`config.mk`:
```
export PLATFORM = sky130hd
export DESIGN_NAME = page_table_run_writer
export DESIGN_NICKNAME = d
export VERILOG_FILES = /design/src/hw/rtl/ptrw_pkg.sv /design/src/hw/rtl/page_table_run_writer.sv /design/src/hw/rtl/ptrw_run_unit.sv
export SDC_FILE = /design/constraint.sdc
export NUM_CORES = 1
export LEC_CHECK = 0
export ABC_CLOCK_PERIOD_IN_PS = 8400
export BUFFER_PORTS_ARGS = -buffer_cell sky130_fd_sc_hd__buf_2
export CELL_PAD_IN_SITES_DETAIL_PLACEMENT = 1
export CELL_PAD_IN_SITES_GLOBAL_PLACEMENT = 2
export CORE_MARGIN = 2
export CORE_UTILIZATION = 36
export CTS_CLUSTER_SIZE = 16
export DETAILED_ROUTE_END_ITERATION = 7
export PLACE_DENSITY = 0.86
export SYNTH_ARGS = -nofsm -noshare
export SYNTH_HDL_FRONTEND = slang
export SYNTH_HIERARCHICAL = 1
export SYNTH_SLANG_ARGS = --single-unit
```
`constraint.sdc`:
```
create_clock -name i_clk -period 8.4 [get_ports i_clk]
set_clock_uncertainty 0.05 [all_clocks]
set_input_delay 1.68 -clock i_clk [delete_from_list [all_inputs] [get_ports i_clk]]
set_output_delay 1.68 -clock i_clk [all_outputs]
set_load 0.01 [all_outputs]
```
`src/hw/rtl/ptrw_pkg.sv`:
```
// Shared types and constants of the page table run writer.
// No dependencies; imported by ptrw_run_unit, page_table_run_writer and the testbench.
package ptrw_pkg;

    localparam int FIRST_W    = 17;
    localparam int COUNT_W    = 11;
    localparam int PHYS_W     = 40;
    localparam int MEMTYPE_W  = 9;
    localparam int TAG_W      = 15;
    localparam int SHIFT_W    = 5;
    localparam int RUN_LEN_W  = 8;
    localparam int CODE_W     = 3;
    localparam int CODE_MAX   = 7;
    localparam int SHAMT_W    = 6;
    localparam int WORD_W     = 32;
    // Only delta bits up to the top of the tag field ever reach an entry.
    localparam int DELTA_LSB  = 16;
    localparam int DELTA_W    = DELTA_LSB + TAG_W;

    localparam int RUN_LIMIT  = 21;
    localparam int RUN_CNT_W  = 5;

    localparam int CFG_INDEX_W = 2;
    localparam logic [CFG_INDEX_W-1:0] CFG_STOLEN_ENABLE = 2'd0;
    localparam logic [CFG_INDEX_W-1:0] CFG_STOLEN_BASE   = 2'd1;

    localparam logic [1:0] TARGET_VIDEO  = 2'd0;
    localparam logic [1:0] TARGET_STOLEN = 2'd3;

    typedef struct packed {
        logic [MEMTYPE_W-1:0] memtype;
        logic [TAG_W-1:0]     tag_base;
        logic [SHIFT_W-1:0]   page_shift;
        logic [1:0]           target;
        logic                 sys;
        logic                 wo;
    } t_req_attr;

    typedef enum logic [2:0] {
        S_IDLE = 3'b001,
        S_RUN  = 3'b010,
        S_BAD  = 3'b100
    } t_state;

endpackage

```
`src/hw/rtl/page_table_run_writer.sv`:
```
// Top level of the page table run writer; built on ptrw_pkg and ptrw_run_unit.
// A request is taken while the sequencer is idle; the run state then loads its runs into the
// output register, one run per cycle while the output is not stalled. The input stays stalled
// until the last run of a request (up to 21 runs) has been loaded.
// Reset is synchronous, active low: it clears the stolen-memory registers,
// returns the sequencer to idle and empties the output register.
module page_table_run_writer
    import ptrw_pkg::*;
#(
    parameter int MAX_COUNT        = 1024,
    parameter int ENTRY_INDEX_BITS = 17,
    parameter int ADDR_BITS        = 40
) (
    input  logic                        i_clk,
    input  logic                        i_rst_n,
    input  logic                        i_valid,
    output logic                        o_stall,
    input  logic [FIRST_W-1:0]          i_first_entry,
    input  logic [COUNT_W-1:0]          i_entry_count,
    input  logic [PHYS_W-1:0]           i_phys_addr,
    input  logic [PHYS_W-1:0]           i_comp_delta,
    input  logic [MEMTYPE_W-1:0]        i_memtype,
    input  logic [TAG_W-1:0]            i_tag_base,
    input  logic [SHIFT_W-1:0]          i_page_shift,
    input  logic                        i_access_sys,
    input  logic                        i_access_wo,
    output logic                        o_valid,
    input  logic                        i_stall,
    output logic [ENTRY_INDEX_BITS-1:0] o_entry_index,
    output logic [RUN_LEN_W-1:0]        o_run_length,
    output logic [WORD_W-1:0]           o_entry_low,
    output logic [WORD_W-1:0]           o_entry_high,
    output logic                        o_last,
    output logic                        o_bad_count,
    input  logic                        i_cfg_valid,
    output logic                        o_cfg_ready,
    input  logic [CFG_INDEX_W-1:0]      i_cfg_index,
    input  logic [PHYS_W-1:0]           i_cfg_data
);

    t_state                      r_state, n_state;
    logic                        r_stolen_en;
    logic [PHYS_W-1:0]           r_stolen_base;
    t_req_attr                   r_attr;
    logic [ADDR_BITS-1:0]        r_addr;
    logic [DELTA_W-1:0]          r_delta;
    logic [ENTRY_INDEX_BITS-1:0] r_entry;
    logic [COUNT_W-1:0]          r_rem;
    logic [RUN_CNT_W-1:0]        r_nrun;

    logic                        r_out_valid;
    logic [ENTRY_INDEX_BITS-1:0] r_out_entry;
    logic [RUN_LEN_W-1:0]        r_out_len;
    logic [WORD_W-1:0]           r_out_lo;
    logic [WORD_W-1:0]           r_out_hi;
    logic                        r_out_last;
    logic                        r_out_bad;

    logic                        accept;
    logic                        bad;
    logic                        out_load;
    logic                        run_done;
    logic [PHYS_W-1:0]           offset;
    logic [ADDR_BITS-1:0]        addr_sum;
    logic [DELTA_W-1:0]          delta_next;
    logic [ENTRY_INDEX_BITS-1:0] entry_next;
    logic [COUNT_W-1:0]          rem_next;
    logic [RUN_LEN_W-1:0]        len;
    logic [WORD_W-1:0]           lo;
    logic [WORD_W-1:0]           hi;

    assign o_stall     = (r_state != S_IDLE);
    assign accept      = i_valid && (r_state == S_IDLE);
    assign bad         = (i_entry_count == '0) || (32'(i_entry_count) > 32'(MAX_COUNT));
    assign out_load    = (r_state != S_IDLE) && (!r_out_valid || !i_stall);
    assign run_done    = (rem_next == '0) || (r_nrun == RUN_CNT_W'(RUN_LIMIT - 1));
    assign offset      = r_stolen_en ? r_stolen_base : '0;
    assign o_cfg_ready = 1'b1;

    ptrw_run_unit #(
        .ADDR_BITS        (ADDR_BITS),
        .ENTRY_INDEX_BITS (ENTRY_INDEX_BITS)
    ) u_run (
        .i_load       (r_state == S_IDLE),
        .i_phys       (i_phys_addr),
        .i_offset     (offset),
        .i_attr       (r_attr),
        .i_addr       (r_addr),
        .i_delta      (r_delta),
        .i_entry      (r_entry),
        .i_rem        (r_rem),
        .o_addr_sum   (addr_sum),
        .o_delta_next (delta_next),
        .o_entry_next (entry_next),
        .o_rem_next   (rem_next),
        .o_len        (len),
        .o_lo         (lo),
        .o_hi         (hi)
    );

    always_comb begin
        n_state = r_state;
        unique case (r_state)
            S_IDLE: begin
                if (accept) begin
                    n_state = bad ? S_BAD : S_RUN;
                end
            end
            S_RUN: begin
                if (out_load && run_done) begin
                    n_state = S_IDLE;
                end
            end
            S_BAD: begin
                if (out_load) begin
                    n_state = S_IDLE;
                end
            end
            default: n_state = S_IDLE;
        endcase
    end

    always_ff @(posedge i_clk) begin
        if (!i_rst_n) begin
            r_state       <= S_IDLE;
            r_out_valid   <= 1'b0;
            r_stolen_en   <= 1'b0;
            r_stolen_base <= '0;
        end else begin
            r_state <= n_state;
            if (out_load) begin
                r_out_valid <= 1'b1;
            end else if (!i_stall) begin
                r_out_valid <= 1'b0;
            end
            if (i_cfg_valid) begin
                unique case (i_cfg_index)
                    CFG_STOLEN_ENABLE: r_stolen_en   <= i_cfg_data[0];
                    CFG_STOLEN_BASE:   r_stolen_base <= i_cfg_data;
                    default: ;
                endcase
            end
        end
    end

    // Walk state; loaded from the request, then advanced once per emitted run.
    always_ff @(posedge i_clk) begin
        if (accept) begin
            r_addr  <= addr_sum;
            r_delta <= i_comp_delta[DELTA_W-1:0];
            r_entry <= ENTRY_INDEX_BITS'(i_first_entry);
            r_rem   <= i_entry_count;
            r_nrun  <= '0;
            r_attr  <= '{memtype:    i_memtype,
                         tag_base:   i_tag_base,
                         page_shift: i_page_shift,
                         target:     r_stolen_en ? TARGET_STOLEN : TARGET_VIDEO,
                         sys:        i_access_sys,
                         wo:         i_access_wo};
        end else if (r_state == S_RUN && out_load) begin
            r_addr  <= addr_sum;
            r_delta <= delta_next;
            r_entry <= entry_next;
            r_rem   <= rem_next;
            r_nrun  <= r_nrun + RUN_CNT_W'(1);
        end
    end

    always_ff @(posedge i_clk) begin
        if (out_load) begin
            if (r_state == S_BAD) begin
                r_out_entry <= '0;
                r_out_len   <= '0;
                r_out_lo    <= '0;
                r_out_hi    <= '0;
                r_out_last  <= 1'b1;
                r_out_bad   <= 1'b1;
            end else begin
                r_out_entry <= r_entry;
                r_out_len   <= len;
                r_out_lo    <= lo;
                r_out_hi    <= hi;
                r_out_last  <= (rem_next == '0);
                r_out_bad   <= 1'b0;
            end
        end
    end

    assign o_valid       = r_out_valid;
    assign o_entry_index = r_out_entry;
    assign o_run_length  = r_out_len;
    assign o_entry_low   = r_out_lo;
    assign o_entry_high  = r_out_hi;
    assign o_last        = r_out_last;
    assign o_bad_count   = r_out_bad;

    a_bad_shape: assert property (@(posedge i_clk) disable iff (!i_rst_n)
        o_valid && o_bad_count |-> o_last && o_run_length == '0)
        else $error("bad-count result carries a run");

    a_len_pow2: assert property (@(posedge i_clk) disable iff (!i_rst_n)
        o_valid && !o_bad_count |-> $onehot(o_run_length))
        else $error("run length is not a power of two");

    a_rem_live: assert property (@(posedge i_clk) disable iff (!i_rst_n)
        r_state == S_RUN |-> r_rem != '0)
        else $error("walking with no entries left");

    a_last_idle: assert property (@(posedge i_clk) disable iff (!i_rst_n)
        r_state == S_RUN && out_load && rem_next == '0 |=> r_state == S_IDLE)
        else $error("sequencer kept running after the final run");

    a_no_overrun: assert property (@(posedge i_clk) disable iff (!i_rst_n)
        r_state == S_RUN |-> r_nrun < RUN_CNT_W'(RUN_LIMIT))
        else $error("run count exceeded its limit");

endmodule

```
`src/hw/rtl/ptrw_run_unit.sv`:
```
// Run unit: picks the run size, builds both entry words and advances the walk.
// The address adder is shared between the stolen-base add and the per-run step.
// Depends on ptrw_pkg.
module ptrw_run_unit
    import ptrw_pkg::*;
#(
    parameter int ADDR_BITS        = 40,
    parameter int ENTRY_INDEX_BITS = 17
) (
    input  logic                        i_load,
    input  logic [PHYS_W-1:0]           i_phys,
    input  logic [PHYS_W-1:0]           i_offset,
    input  t_req_attr                   i_attr,
    input  logic [ADDR_BITS-1:0]        i_addr,
    input  logic [DELTA_W-1:0]          i_delta,
    input  logic [ENTRY_INDEX_BITS-1:0] i_entry,
    input  logic [COUNT_W-1:0]          i_rem,
    output logic [ADDR_BITS-1:0]        o_addr_sum,
    output logic [DELTA_W-1:0]          o_delta_next,
    output logic [ENTRY_INDEX_BITS-1:0] o_entry_next,
    output logic [COUNT_W-1:0]          o_rem_next,
    output logic [RUN_LEN_W-1:0]        o_len,
    output logic [WORD_W-1:0]           o_lo,
    output logic [WORD_W-1:0]           o_hi
);

    logic [CODE_W-1:0]   code;
    logic [SHAMT_W-1:0]  shamt;
    logic [PHYS_W-1:0]   step;
    logic [PHYS_W-1:0]   add_a;
    logic [PHYS_W-1:0]   add_b;
    logic [PHYS_W-1:0]   sum;
    logic [PHYS_W-1:0]   addr_ext;
    logic [1:0]          comp;
    logic [TAG_W+1:0]    tag_prod;
    logic [TAG_W-1:0]    tag;

    // Both conditions only weaken as the size shrinks, so the largest size
    // that passes is the run size; a single entry always passes.
    always_comb begin
        code = '0;
        for (int c = 1; c <= CODE_MAX; c++) begin
            if ((i_rem >> c) != '0 &&
                (i_entry & ENTRY_INDEX_BITS'((1 << c) - 1)) == '0) begin
                code = CODE_W'(c);
            end
        end
    end

    assign o_len = RUN_LEN_W'(1) << code;
    assign shamt = SHAMT_W'(code) + SHAMT_W'(i_attr.page_shift);
    assign step  = PHYS_W'(1) << shamt;

    assign add_a      = i_load ? i_phys   : PHYS_W'(i_addr);
    assign add_b      = i_load ? i_offset : step;
    assign sum        = add_a + add_b;
    assign o_addr_sum = ADDR_BITS'(sum);

    assign o_delta_next = i_delta + step[DELTA_W-1:0];
    assign o_entry_next = i_entry + ENTRY_INDEX_BITS'(o_len);
    assign o_rem_next   = i_rem - COUNT_W'(o_len);

    assign addr_ext = PHYS_W'(i_addr);
    assign comp     = i_attr.memtype[MEMTYPE_W-1:MEMTYPE_W-2];
    assign tag_prod = (TAG_W+2)'(i_delta[DELTA_W-1:DELTA_LSB]) * (TAG_W+2)'(comp);
    assign tag      = i_attr.tag_base + tag_prod[TAG_W-1:0];

    assign o_lo = addr_ext[WORD_W-1:0] |
                  {22'd0, code, i_attr.sys, i_attr.target, ~i_attr.wo, 2'b00, 1'b1};
    assign o_hi = {(comp != 2'd0) ? tag : '0, i_attr.memtype, addr_ext[PHYS_W-1:WORD_W]};

endmodule

```
==> results of run 1 <==
[layout make-up]
cell class	instances	area share
Antenna cell	1	0.000121
Clock buffer	45	0.0457
Clock inverter	16	0.00738
Inverter	77	0.0140
Multi-Input combinational cell	1436	0.452
Sequential cell	272	0.371
Tap cell	664	0.0402
Timing Repair Buffer	282	0.0704
[power groups by stage]
stage / logic, mW / registers [mW] / clock network (mW)
after floorplan: 1.32 / 1.98 / 0
final: 1.88 / 1.93 / 1.44
after global placement: 1.81 / 1.95 / 0
after detailed placement: 1.88 / 1.96 / 0
after CTS: 1.89 / 1.94 / 1.49
after global routing: 2.11 / 1.96 / 1.54
[synth_stat cells, types with 4 or more instances]
library cell and instances:
nor3_1 18, nor2_1 99, edfxtp_1 222, and2_1 45, inv_1 74, nor4_1 8
or3_1 4, o21bai_1 10, xnor2_1 59, o31ai_1 37, clkbuf_1 83, a211oi_1 15
nand2_1 395, mux2_2 43, o211ai_1 6, ha_1 105, mux2i_1 6, o21ai_0 34
a21oi_1 92, o21ai_1 26, nor2b_1 105, and3_1 4, a21boi_1 45, nor3b_1 4
buf_2 6, o21a_1 14, dfxtp_1 50, buf_4 43, fa_1 19, nand4_1 27
a21o_1 51, xor2_1 49, a31o_1 4, or2_2 8, nand2b_1 20, a31oi_1 14
nand3_1 22
[routing by layer]
metal	wire length, microns	part of all wire	global-route usage
met5	13	0.00024	0
met4	1390	0.026	0.0590
met3	2660	0.049	0.0351
met2	24400	0.45	0.338
met1	25600	0.47	0.288
[final timing paths]
| path | end | slack [ns] | cells past startpoint |
|---|---|---|---|
| max reg2reg | r_addr[37] | 1.10 | 22 |
| min | r_stolen_base[0] | 0.40 | 2 |
| max | r_addr[37] | 1.10 | 22 |
| min reg2reg | r_stolen_base[0] | 0.40 | 2 |
[stage by stage]
stage          power, mW  area (sq um)  std cells
6_report            5.26         20700       2793
5_1_grt             5.61         20700       2792
4_1_cts             5.32         20700       2792
3_5_place_dp        3.84         19600       2731
3_3_place_gp        3.76         19600       2731
2_1_floorplan       3.30         17900       1919
[cell usage in the layout, fill, tap and decap left out, types with 26 or more instances in the layout]
master     Yosys  layout
o31ai_1       37      37
edfxtp_1     222     222
nor2_1        99      99
a21boi_1      45      45
a21o_1        51      51
nand2_1      395     393
xor2_1        49      49
mux2_2        43      43
dfxtp_1       50      50
and2_1        45      45
buf_2          6     269
nand4_1       27      27
a21oi_1       92      91
nor2b_1      105     105
clkbuf_16      0      36
o21ai_1       26      26
inv_1         74      74
o21ai_0       34      34
xnor2_1       59      59
ha_1         105     105
[flip-flops by register name, indices dropped and copies added, names as in the netlist, 8 cells and up]
| name | cells |
|---|---|
| o_entry_low | 32 |
| o_run_length | 8 |
| r_delta | 31 |
| o_entry_index | 17 |
| o_entry_high | 32 |
| r_entry | 17 |
| r_addr | 40 |
| r_rem | 11 |
| r_attr | 32 |
| r_stolen_base | 40 |
[logic make-up after synthesis]
| kind of cell | count (synthesis) | synth area share |
|---|---|---|
| buf+inv | 211 | 0.0536 |
| simple gates | 776 | 0.202 |
| compound gates | 376 | 0.138 |
| flops | 272 | 0.427 |
| other cells | 2 | 0.000419 |
| mux | 50 | 0.0310 |
| xor+xnor | 108 | 0.0527 |
| fa+ha+maj | 124 | 0.0944 |
[tightest hold or removal path, cell delays in order, from the launching register on]
cell and delay [ns]:
dfxtp_1 0.30, nand2_1 0.05, a21boi_1 0.05
==> metrics.md, run 1 <==
| Metric | Value |
|---|---|
| Syn nets | `2229` |
| Area leader, netlist | `edfxtp_1` |
| Post-CTS setup buffer count | `0` |
| Critical Path, Cell by Cell | `nor4_4 -> nand2b_2 -> or4b_4 -> mux2i_1 -> nor2_1 -> o21ai_2 -> nand2_2 -> ha_1 -> fa_1 -> xor2_1 -> nand2b_1 -> or3_1 -> o31ai_1 -> ha_1 -> a21oi_1 -> o21a_1 -> o21ai_2 -> a41oi_1 -> nand2_1 -> a41oi_2 -> mux2_1 -> a211oi_1` |
| CP max-delay cell | `or3_1` |
| Synthesized flop and latch total | `272` |
| Setup TNS | `0 ns` |
| Synth async-reset ratio | `0` |
| Final Util | `0.422` |
| Die width | `227 microns` |
| GRT Overall Usage | `0.209` |
| Status | `finished, final reports clean` |
| Avg Inst Size Synth | `9.35 sq um` |
| First-pass GRT wire length | `83600 microns` |
| Total leakage power | `8.92 nW` |
| Placement Setup Slack | `1.19 ns` |
| Fin crit period | `7.30 ns` |
| Vias in the first global route | `14600` |
| Synth Warn # | `6` |
| Cells after Synth | `1919` |
| Post-layout nets | `2414` |
| Die ar. | `51600 sq um` |
| Gpl congestion | `0.890` |
| Crit-path max FO | `10` |
| Top delay family on crit path | `simple AND/OR/NAND/NOR gates` |
| R2R Path Start | `r_rem[9]` |
| Sequential area share after synthesis | `0.427` |
| Top cell type's share of synthesized area | `0.372` |
| Multi-input gate area | `9340 sq um` |
| Worst EP required | `8.68 ns` |
| HP Class | `flop to flop` |
| Core region area | `49100 sq um` |
| RSZ-0062 raised after global routing | `no` |
| Worst Slack Setup Final | `1.10 ns` |
| Initial core utilization | `0.366` |
| Most used DFF post-synth | `edfxtp_1` |
| Hold Crit Start | `r_stolen_base[0]` |
| Setup Crit Path Kind | `flop to flop` |
| Initial antenna violation count | `3` |
| Fill cell total of the finished layout | `5742` |
| Slowest Stage Delay on Critical Path | `0.61 ns` |
| Via count | `14200` |
| Setup crit start kind | `flop` |
| Synth top area cells | `edfxtp_1, nand2_1, ha_1` |
| WHS | `0.399 ns` |
| Switching power | `1.88 mW` |
| Port buffer count | `269` |
| Peak Freq | `137 MHz` |
| Die Height | `227 microns` |
| PD cells | `254 nW/um^2` |
| I/O pins | `280` |
| Crit path DAT | `7.58 ns` |
| Area Overhead vs Synth | `15.3%` |
| # DRC | `0` |
| CTS Hold Bufs | `0` |
| Max clock buf depth | `3` |
| Layout cells sized above 1 | `0.192` |
| CTS H-Tree Depth | `2` |
| CTS buffer count | `35` |
| Largest net degree at the start of global routing | `114` |
| Worst VDD drop | `0.100 mV` |
| Worst slew pin tran | `0.931 ns` |
| Count of cell types in the netlist | `71` |
| Worst-path clk slew | `0.06 ns` |
| Clock share of power | `0.275` |
| FF/Latch Area | `7670 sq um` |
| Slew headroom | `0.379` |
| Post-synth EDFFs | `222` |
| CP bufs+invs | `0` |
| Synth Cell Area | `17900 sq um` |
| DRT Pass-1 Iters | `5` |
| Root Driver | `clkbuf_16` |
| Max-cap violations | `0` |
| Final Hold Viols | `0` |
| Initial drt markers | `900` |
| Origin of the worst setup path | `r_rem[9]` |
| DP Wirelength | `42400 microns` |
| CTS tree | `built` |
| DRT antenna net count | `0` |
| Number of placement rows | `81` |
| Comb pwr share | `0.358` |
| Net Sw Frac | `0.357` |
| Post-CTS resize count | `0` |
| Worst skew pair latency | `0.53 ns` |
| Final WL | `54100 microns` |
| Pins Over Slew Limit | `0` |
| GRT overflow | `0` |
| Setup crit end kind | `flop` |
| Pint | `3.39 mW` |
| Final period util | `0.869` |
| DR WL/cell | `19.4 microns` |
| Clock sinks | `272` |
| # setup viols final | `0` |
| Sequential fraction of design power | `0.368` |
| Via-to-Cell Ratio | `5.09` |
(Power assumes the default switching activity.)
==> run 2, diff against run 1 <==
--- a/config.mk
+++ b/config.mk
@@ -5,7 +5,7 @@
 export SDC_FILE = /design/constraint.sdc
 export NUM_CORES = 1
 export LEC_CHECK = 0
-export ABC_CLOCK_PERIOD_IN_PS = 8400
+export ABC_CLOCK_PERIOD_IN_PS = 8200
 export BUFFER_PORTS_ARGS = -buffer_cell sky130_fd_sc_hd__buf_2
 export CELL_PAD_IN_SITES_DETAIL_PLACEMENT = 1
 export CELL_PAD_IN_SITES_GLOBAL_PLACEMENT = 2
==> constraint.sdc (replaced) <==
create_clock -name i_clk -period 8.2 [get_ports i_clk]
set_clock_uncertainty 0.05 [all_clocks]
set_input_delay 1.64 -clock i_clk [delete_from_list [all_inputs] [get_ports i_clk]]
set_output_delay 1.64 -clock i_clk [all_outputs]
set_load 0.01 [all_outputs]
==> run 2 against run 1 <==
Compared with the run above:
- cell count barely moved
- sequential share of layout area rose by 0.085 points
- via count rose by 0.92%
- core utilization fell by 0.097 points
- worst setup slack got worse by 0.074 ns
- clock power barely moved
- combinational power rose by 3%
- cell area fell by 0.23%
- hold slack improved by 0.0021 ns
- routed wire length rose by 0.79%
==> metrics.md, run 2 (synthesis results as in run 1) <==
| Metric | Value |
|---|---|
| CP bufs+invs | `2` |
| CTS tree | `built` |
| Crit path DAT | `7.40 ns` |
| CTS H-Tree Depth | `2` |
| Worst Slack Setup Final | `1.02 ns` |
| Number of placement rows | `81` |
| Worst EP required | `8.43 ns` |
| Setup TNS | `0 ns` |
| First-pass GRT wire length | `83200 microns` |
| Setup Crit Path Kind | `flop to flop` |
| Area Overhead vs Synth | `15.1%` |
| Setup crit end kind | `flop` |
| R2r setup slk | `1.02 ns` |
| Commonest cells after routing, fill and taps aside | `nand2_1, buf_2, edfxtp_1, nor2b_1, ha_1` |
| Slew headroom | `0.261` |
| DRT antenna net count | `0` |
| CTS Hold Bufs | `0` |
| Core region area | `49100 sq um` |
| Fill cell total of the finished layout | `5763` |
| Die width | `227 microns` |
| Post-CTS setup buffer count | `0` |
| Initial core utilization | `0.366` |
| GRT overflow | `0` |
| Gpl congestion | `0.891` |
| DR WL/cell | `19.5 microns` |
| Initial antenna violation count | `1` |
| I/O pins | `280` |
| Worst skew pair latency | `0.55 ns` |
| Regs by FF count | `r_addr x40, r_stolen_base x40` |
| Post-CTS resize count | `0` |
| Slowest Stage Delay on Critical Path | `0.53 ns` |
| Vias in the first global route | `14700` |
| Status | `finished, final reports clean` |
| HP Class | `flop to flop` |
| Fin crit period | `7.18 ns` |
| Worst-path clk slew | `0.06 ns` |
| Largest net degree at the start of global routing | `86` |
| Initial drt markers | `897` |
| Total leakage power | `8.92 nW` |
| # setup viols final | `0` |
| Worst slew pin tran | `1.11 ns` |
| Final WL | `54500 microns` |
| Top delay family on crit path | `simple AND/OR/NAND/NOR gates` |
| RSZ-0062 raised after global routing | `no` |
| Die Height | `227 microns` |
| # DRC | `0` |
| Port buffer count | `269` |
| Max-cap violations | `0` |
| Placement Setup Slack | `1.09 ns` |
| CP max-delay cell | `or4b_4` |
| FF/Latch Area | `7670 sq um` |
| Clock sinks | `272` |
| Via-to-Cell Ratio | `5.13` |
| Setup crit start kind | `flop` |
| GRT Overall Usage | `0.209` |
| Via count | `14300` |
| Die ar. | `51600 sq um` |
| Pins Over Slew Limit | `0` |
| Power Total | `5.36 mW` |
| Crit-path max FO | `13` |
| Final period util | `0.875` |
| Max clock buf depth | `3` |
| DP Wirelength | `42200 microns` |
| Final Util | `0.421` |
| Final Hold Viols | `0` |
| Multi-input gate area | `9340 sq um` |
| DRT Pass-1 Iters | `5` |
| Root Driver | `clkbuf_16` |
| Most common cell after layout, fill and taps aside | `nand2_1` |
| Post-layout nets | `2414` |
| CTS buffer count | `34` |
| Layout cells sized above 1 | `0.191` |
| Worst VDD drop | `0.112 mV` |
| Peak Freq | `139 MHz` |
| PD cells | `260 nW/um^2` |
[run 2: changes by cell type in the layout (fill, tap and decap cells not counted)]
cell and delta:
clkbuf_1 -2, inv_6 +1, buf_4 +2, clkinv_1 +5, clkinv_4 -1, clkbuf_16 -1, buf_12 -1, clkinvlp_4 -4
clkbuf_8 -1, clkinv_2 +3
[run 2: layer usage]
layer	share of wire	GRT usage	up-vias	routed length, microns
li1	-	-	7006	-
met1	0.47	0.287	6919	25500
met2	0.46	0.340	339	25000
met3	0.053	0.0365	71	2870
met4	0.021	0.0544	0	1160
met5	0	0	-	0
[run 2: per-stage QoR]
| step | area (sq um) | cells | hold slack [ns] |
|---|---|---|---|
| 6_report | 20600 | 2794 | 0.401 |
| 5_1_grt | 20600 | 2793 | 0.425 |
| 4_1_cts | 20600 | 2793 | 0.403 |
| 3_5_place_dp | 19600 | 2732 | 0.396 |
| 3_3_place_gp | 19600 | 2732 | 0.391 |
| 2_1_floorplan | 17900 | 1919 | 0.380 |
[run 2: layout make-up]
class | instances | area share
repair buffers | 283 | 0.0703
flip-flops and latches | 272 | 0.371
clock buffers | 41 | 0.0435
diodes | 1 | 0.000121
inverters | 77 | 0.0141
well taps | 664 | 0.0403
clock inverters | 20 | 0.00758
multi-input cells | 1436 | 0.453
[run 2: worst reg2reg max path, stage by stage (launching register included)]
cell      delay, ns
edfxtp_1       0.45
nor4_4         0.41
nand2b_2       0.18
or4b_4         0.53
mux2i_1        0.14
nor2_1         0.36
o21ai_2        0.12
nand2_2        0.18
ha_1           0.23
fa_1           0.26
a21oi_1        0.14
nor2b_1        0.32
nand3_1        0.18
o21a_1         0.32
nor2_1         0.24
inv_2          0.07
o21ai_1        0.20
inv_1          0.10
fa_1           0.45
nor2b_1        0.17
o211ai_1       0.15
a31oi_1        0.41
a31o_1         0.27
nor3b_2        0.42
a31o_2         0.32
a31o_1         0.17
a211oi_1       0.07
[run 2: report_power, final]
| group | switching [mW] | internal (mW) |
|---|---|---|
| clock | 0.608 | 0.847 |
| combinational | 1.19 | 0.738 |
| sequential | 0.134 | 1.85 |
[run 2: final timing paths]
check,from,to,cells past startpoint
max reg2reg,r_rem[10],r_addr[38],26
max,r_rem[10],r_addr[38],26
min reg2reg,r_stolen_base[0],r_stolen_base[0],2
min,r_stolen_base[0],r_stolen_base[0],2
==> run 3, diff against run 2 <==
--- a/config.mk
+++ b/config.mk
@@ -13,8 +13,8 @@
 export CORE_UTILIZATION = 36
 export CTS_CLUSTER_SIZE = 16
 export DETAILED_ROUTE_END_ITERATION = 7
+export MAX_ROUTING_LAYER = met4
 export PLACE_DENSITY = 0.86
 export SYNTH_ARGS = -nofsm -noshare
 export SYNTH_HDL_FRONTEND = slang
-export SYNTH_HIERARCHICAL = 1
 export SYNTH_SLANG_ARGS = --single-unit
==> run 3 against run 2 <==
Compared with the run above:
- sequential share of layout area is 1.6 points higher
- first-iteration DRC count is 18% lower
- global-route usage is 0.94 points higher
- via count is 5.4% lower
- sequential cell count stayed put
- register-to-register slack worse by 0.34 ns
- cell area is 4.1% lower
- worst setup slack worse by 0.34 ns
- core utilization is 1.5 points higher
- critical path type unchanged
==> metrics.md, run 3 <==
| Metric | Value |
|---|---|
| Status | `finished, final reports clean` |
| CTS tree | `built` |
| Sequential area share after synthesis | `0.462` |
| Layout cells sized above 1 | `0.207` |
| Worst skew pair latency | `0.56 ns` |
| Peak Freq | `133 MHz` |
| R2r setup slk | `0.68 ns` |
| Final WL | `51400 microns` |
| CTS H-Tree Depth | `2` |
| Worst VDD drop | `0.140 mV` |
| Crit path DAT | `7.73 ns` |
| I/O pins | `280` |
| Final period util | `0.917` |
| Port buffer count | `269` |
| Largest net degree at the start of global routing | `65` |
| Via-to-Cell Ratio | `5.25` |
| Hold EP | `r_stolen_base[3]` |
| DRT antenna net count | `0` |
| Syn nets | `1995` |
| Crit-path max FO | `9` |
| Initial drt markers | `737` |
| DR WL/cell | `19.9 microns` |
| Max clock buf depth | `3` |
| Fill cell total of the finished layout | `5228` |
| R2R Path Start | `r_rem[8]` |
| Hold Crit Start | `r_stolen_base[3]` |
| Setup crit start kind | `flop` |
| Area leader, netlist | `edfxtp_1` |
| Fin crit period | `7.52 ns` |
| Fin area | `19800 sq um` |
| Initial antenna violation count | `12` |
| Synth cell count leaders | `nand2_1, edfxtp_1, nor2_1` |
| HP Class | `flop to flop` |
| Core region area | `45500 sq um` |
| CTS Hold Bufs | `0` |
| # setup viols final | `0` |
| Top cell type's share of synthesized area | `0.402` |
| GRT overflow | `0` |
| RR Endpoint | `r_addr[36]` |
| Setup crit end kind | `flop` |
| Die Height | `219 microns` |
| Setup TNS | `0 ns` |
| Most frequent cell after synthesis | `nand2_1` |
| Count of cell types in the netlist | `71` |
| Cell area after placement | `18600 sq um` |
| Cells on Worst Hold Path | `2` |
| Pins Over Slew Limit | `0` |
| Area Overhead vs Synth | `19.3%` |
| Final Hold Viols | `0` |
| Synth top area cells | `edfxtp_1, ha_1, dfxtp_1` |
| Worst-path clk slew | `0.06 ns` |
| CTS buffer count | `35` |
| Most used DFF post-synth | `edfxtp_1` |
| Avg Inst Size Synth | `9.84 sq um` |
| Vias in the first global route | `14000` |
| Post-layout nets | `2258` |
| Max-cap violations | `0` |
| DRT Pass-1 Iters | `4` |
| Initial core utilization | `0.365` |
| Post-CTS setup buffer count | `0` |
| Worst EP required | `8.41 ns` |
| Synth async-reset ratio | `0` |
| Slew headroom | `0.255` |
| Synthesized flop and latch total | `272` |
| Die ar. | `47800 sq um` |
| Synth Warn # | `0` |
| First-pass GRT wire length | `78200 microns` |
| GRT Overall Usage | `0.218` |
| DP Wirelength | `37800 microns` |
| Post-synth EDFFs | `222` |
| # DRC | `0` |
| Total leakage power | `8.21 nW` |
| Worst slew pin tran | `1.11 ns` |
| RSZ-0062 raised after global routing | `no` |
| PD cells | `243 nW/um^2` |
| Post-CTS resize count | `0` |
| FF-to-FF path depth | `27` |
| Number of placement rows | `78` |
| Regs by FF count | `r_addr x40, r_stolen_base x40` |
| Gpl congestion | `0.878` |
| Die width | `219 microns` |
| Via count | `13600` |
| Setup Crit Path Kind | `flop to flop` |
| Root Driver | `clkbuf_16` |
| Synth Cell Area | `16600 sq um` |
| Commonest cells after routing, fill and taps aside | `buf_2, nand2_1, edfxtp_1, nor2_1, ha_1` |
| Cells after Synth | `1686` |
| Most common cell after layout, fill and taps aside | `buf_2` |
| Clock sinks | `272` |
[run 3: cell types whose count changed in the layout (fill, tap and decap cells not counted), moves of 29 or more]
cell	delta
a21boi_0	+42
a21boi_1	-45
nand2_1	-134
nor2_1	+37
nor2b_1	-89
o21ai_0	+66
o31ai_1	-29
[run 3: stage by stage]
stage	util	worst slack [ns]	power [mW]	hold slack, ns	instances
floorplan	-	1.16	2.80	0.371	1686
global placement	0.410	1.01	3.22	0.387	2512
detailed placement	0.410	0.796	3.27	0.410	2512
CTS	0.435	0.766	4.85	0.419	2576
global route	0.435	0.382	5.06	0.432	2585
finish	0.435	0.680	4.80	0.417	2585
[run 3: how the worst max path moves through the flow]
stage,cells after the start,slack [ns],to,start
6_report,27,0.68,r_addr[36],r_rem[8]
5_1_grt,28,0.38,r_addr[39],r_rem[8]
4_1_cts,27,0.77,r_addr[36],r_rem[8]
3_5_place_dp,27,0.80,r_addr[36],r_rem[8]
3_3_place_gp,27,1.01,r_addr[36],r_rem[8]
2_1_floorplan,3,1.16,r_state[1],i_stall
[run 3: worst max-delay path: stages (launching register included)]
cell      delay (ns)
edfxtp_1        0.43
or4_4           0.58
or3_4           0.38
or4_4           0.47
o21bai_4        0.20
nor2_2          0.05
o21ai_2         0.10
a21oi_2         0.09
nor2_4          0.14
inv_2           0.13
ha_1            0.21
inv_1           0.08
fa_1            0.53
nor2b_1         0.21
nand2_1         0.29
nor2_1          0.19
a22o_1          0.25
ha_1            0.24
fa_1            0.42
a21oi_1         0.22
or3_1           0.17
a21oi_1         0.08
nor3_1          0.47
nand2_1         0.27
a21oi_1         0.25
o21ai_0         0.32
nand4_1         0.24
o311ai_0        0.15
[run 3: metal layers]
metal	GRT usage	wire, microns	vias up
met4	0.0631	1210	0
met3	0.0387	2670	75
met2	0.354	24300	316
met5	-	0	-
li1	-	-	6555
met1	0.280	23200	6621
[run 3: final cells by class]
| class | count | area, sq um | area share |
|---|---|---|---|
| inverter | 77 | 292 | 0.0147 |
| clock buffer | 42 | 943 | 0.0476 |
| tap | 600 | 751 | 0.0379 |
| sequential | 272 | 7670 | 0.387 |
| clock inverter | 22 | 200 | 0.0101 |
| timing repair buffer | 289 | 1500 | 0.0756 |
| multi-input combinational | 1274 | 8430 | 0.426 |
| antenna | 9 | 22.5 | 0.00114 |
[run 3: kinds of logic (layout without fill, tap and decap cells)]
family / after synthesis / count (layout) / synth area share
AND/OR/NAND/NOR: 619 / 619 / 0.173
AO/OA/AOI/OAI: 386 / 386 / 0.148
flip-flops: 272 / 272 / 0.462
buffers and inverters: 140 / 430 / 0.0319
adder cells (fa/ha/maj): 123 / 123 / 0.101
XOR/XNOR: 101 / 101 / 0.0533
multiplexers: 44 / 44 / 0.0296
other: 1 / 10 / 0.000226
[run 3: report_power, final]
part           switching [mW]  total [mW]  leakage, nW  internal, mW
Sequential             0.0942        1.85         2.51          1.75
Combinational           0.860        1.40         5.13         0.544
Clock                   0.632        1.55        0.560         0.919
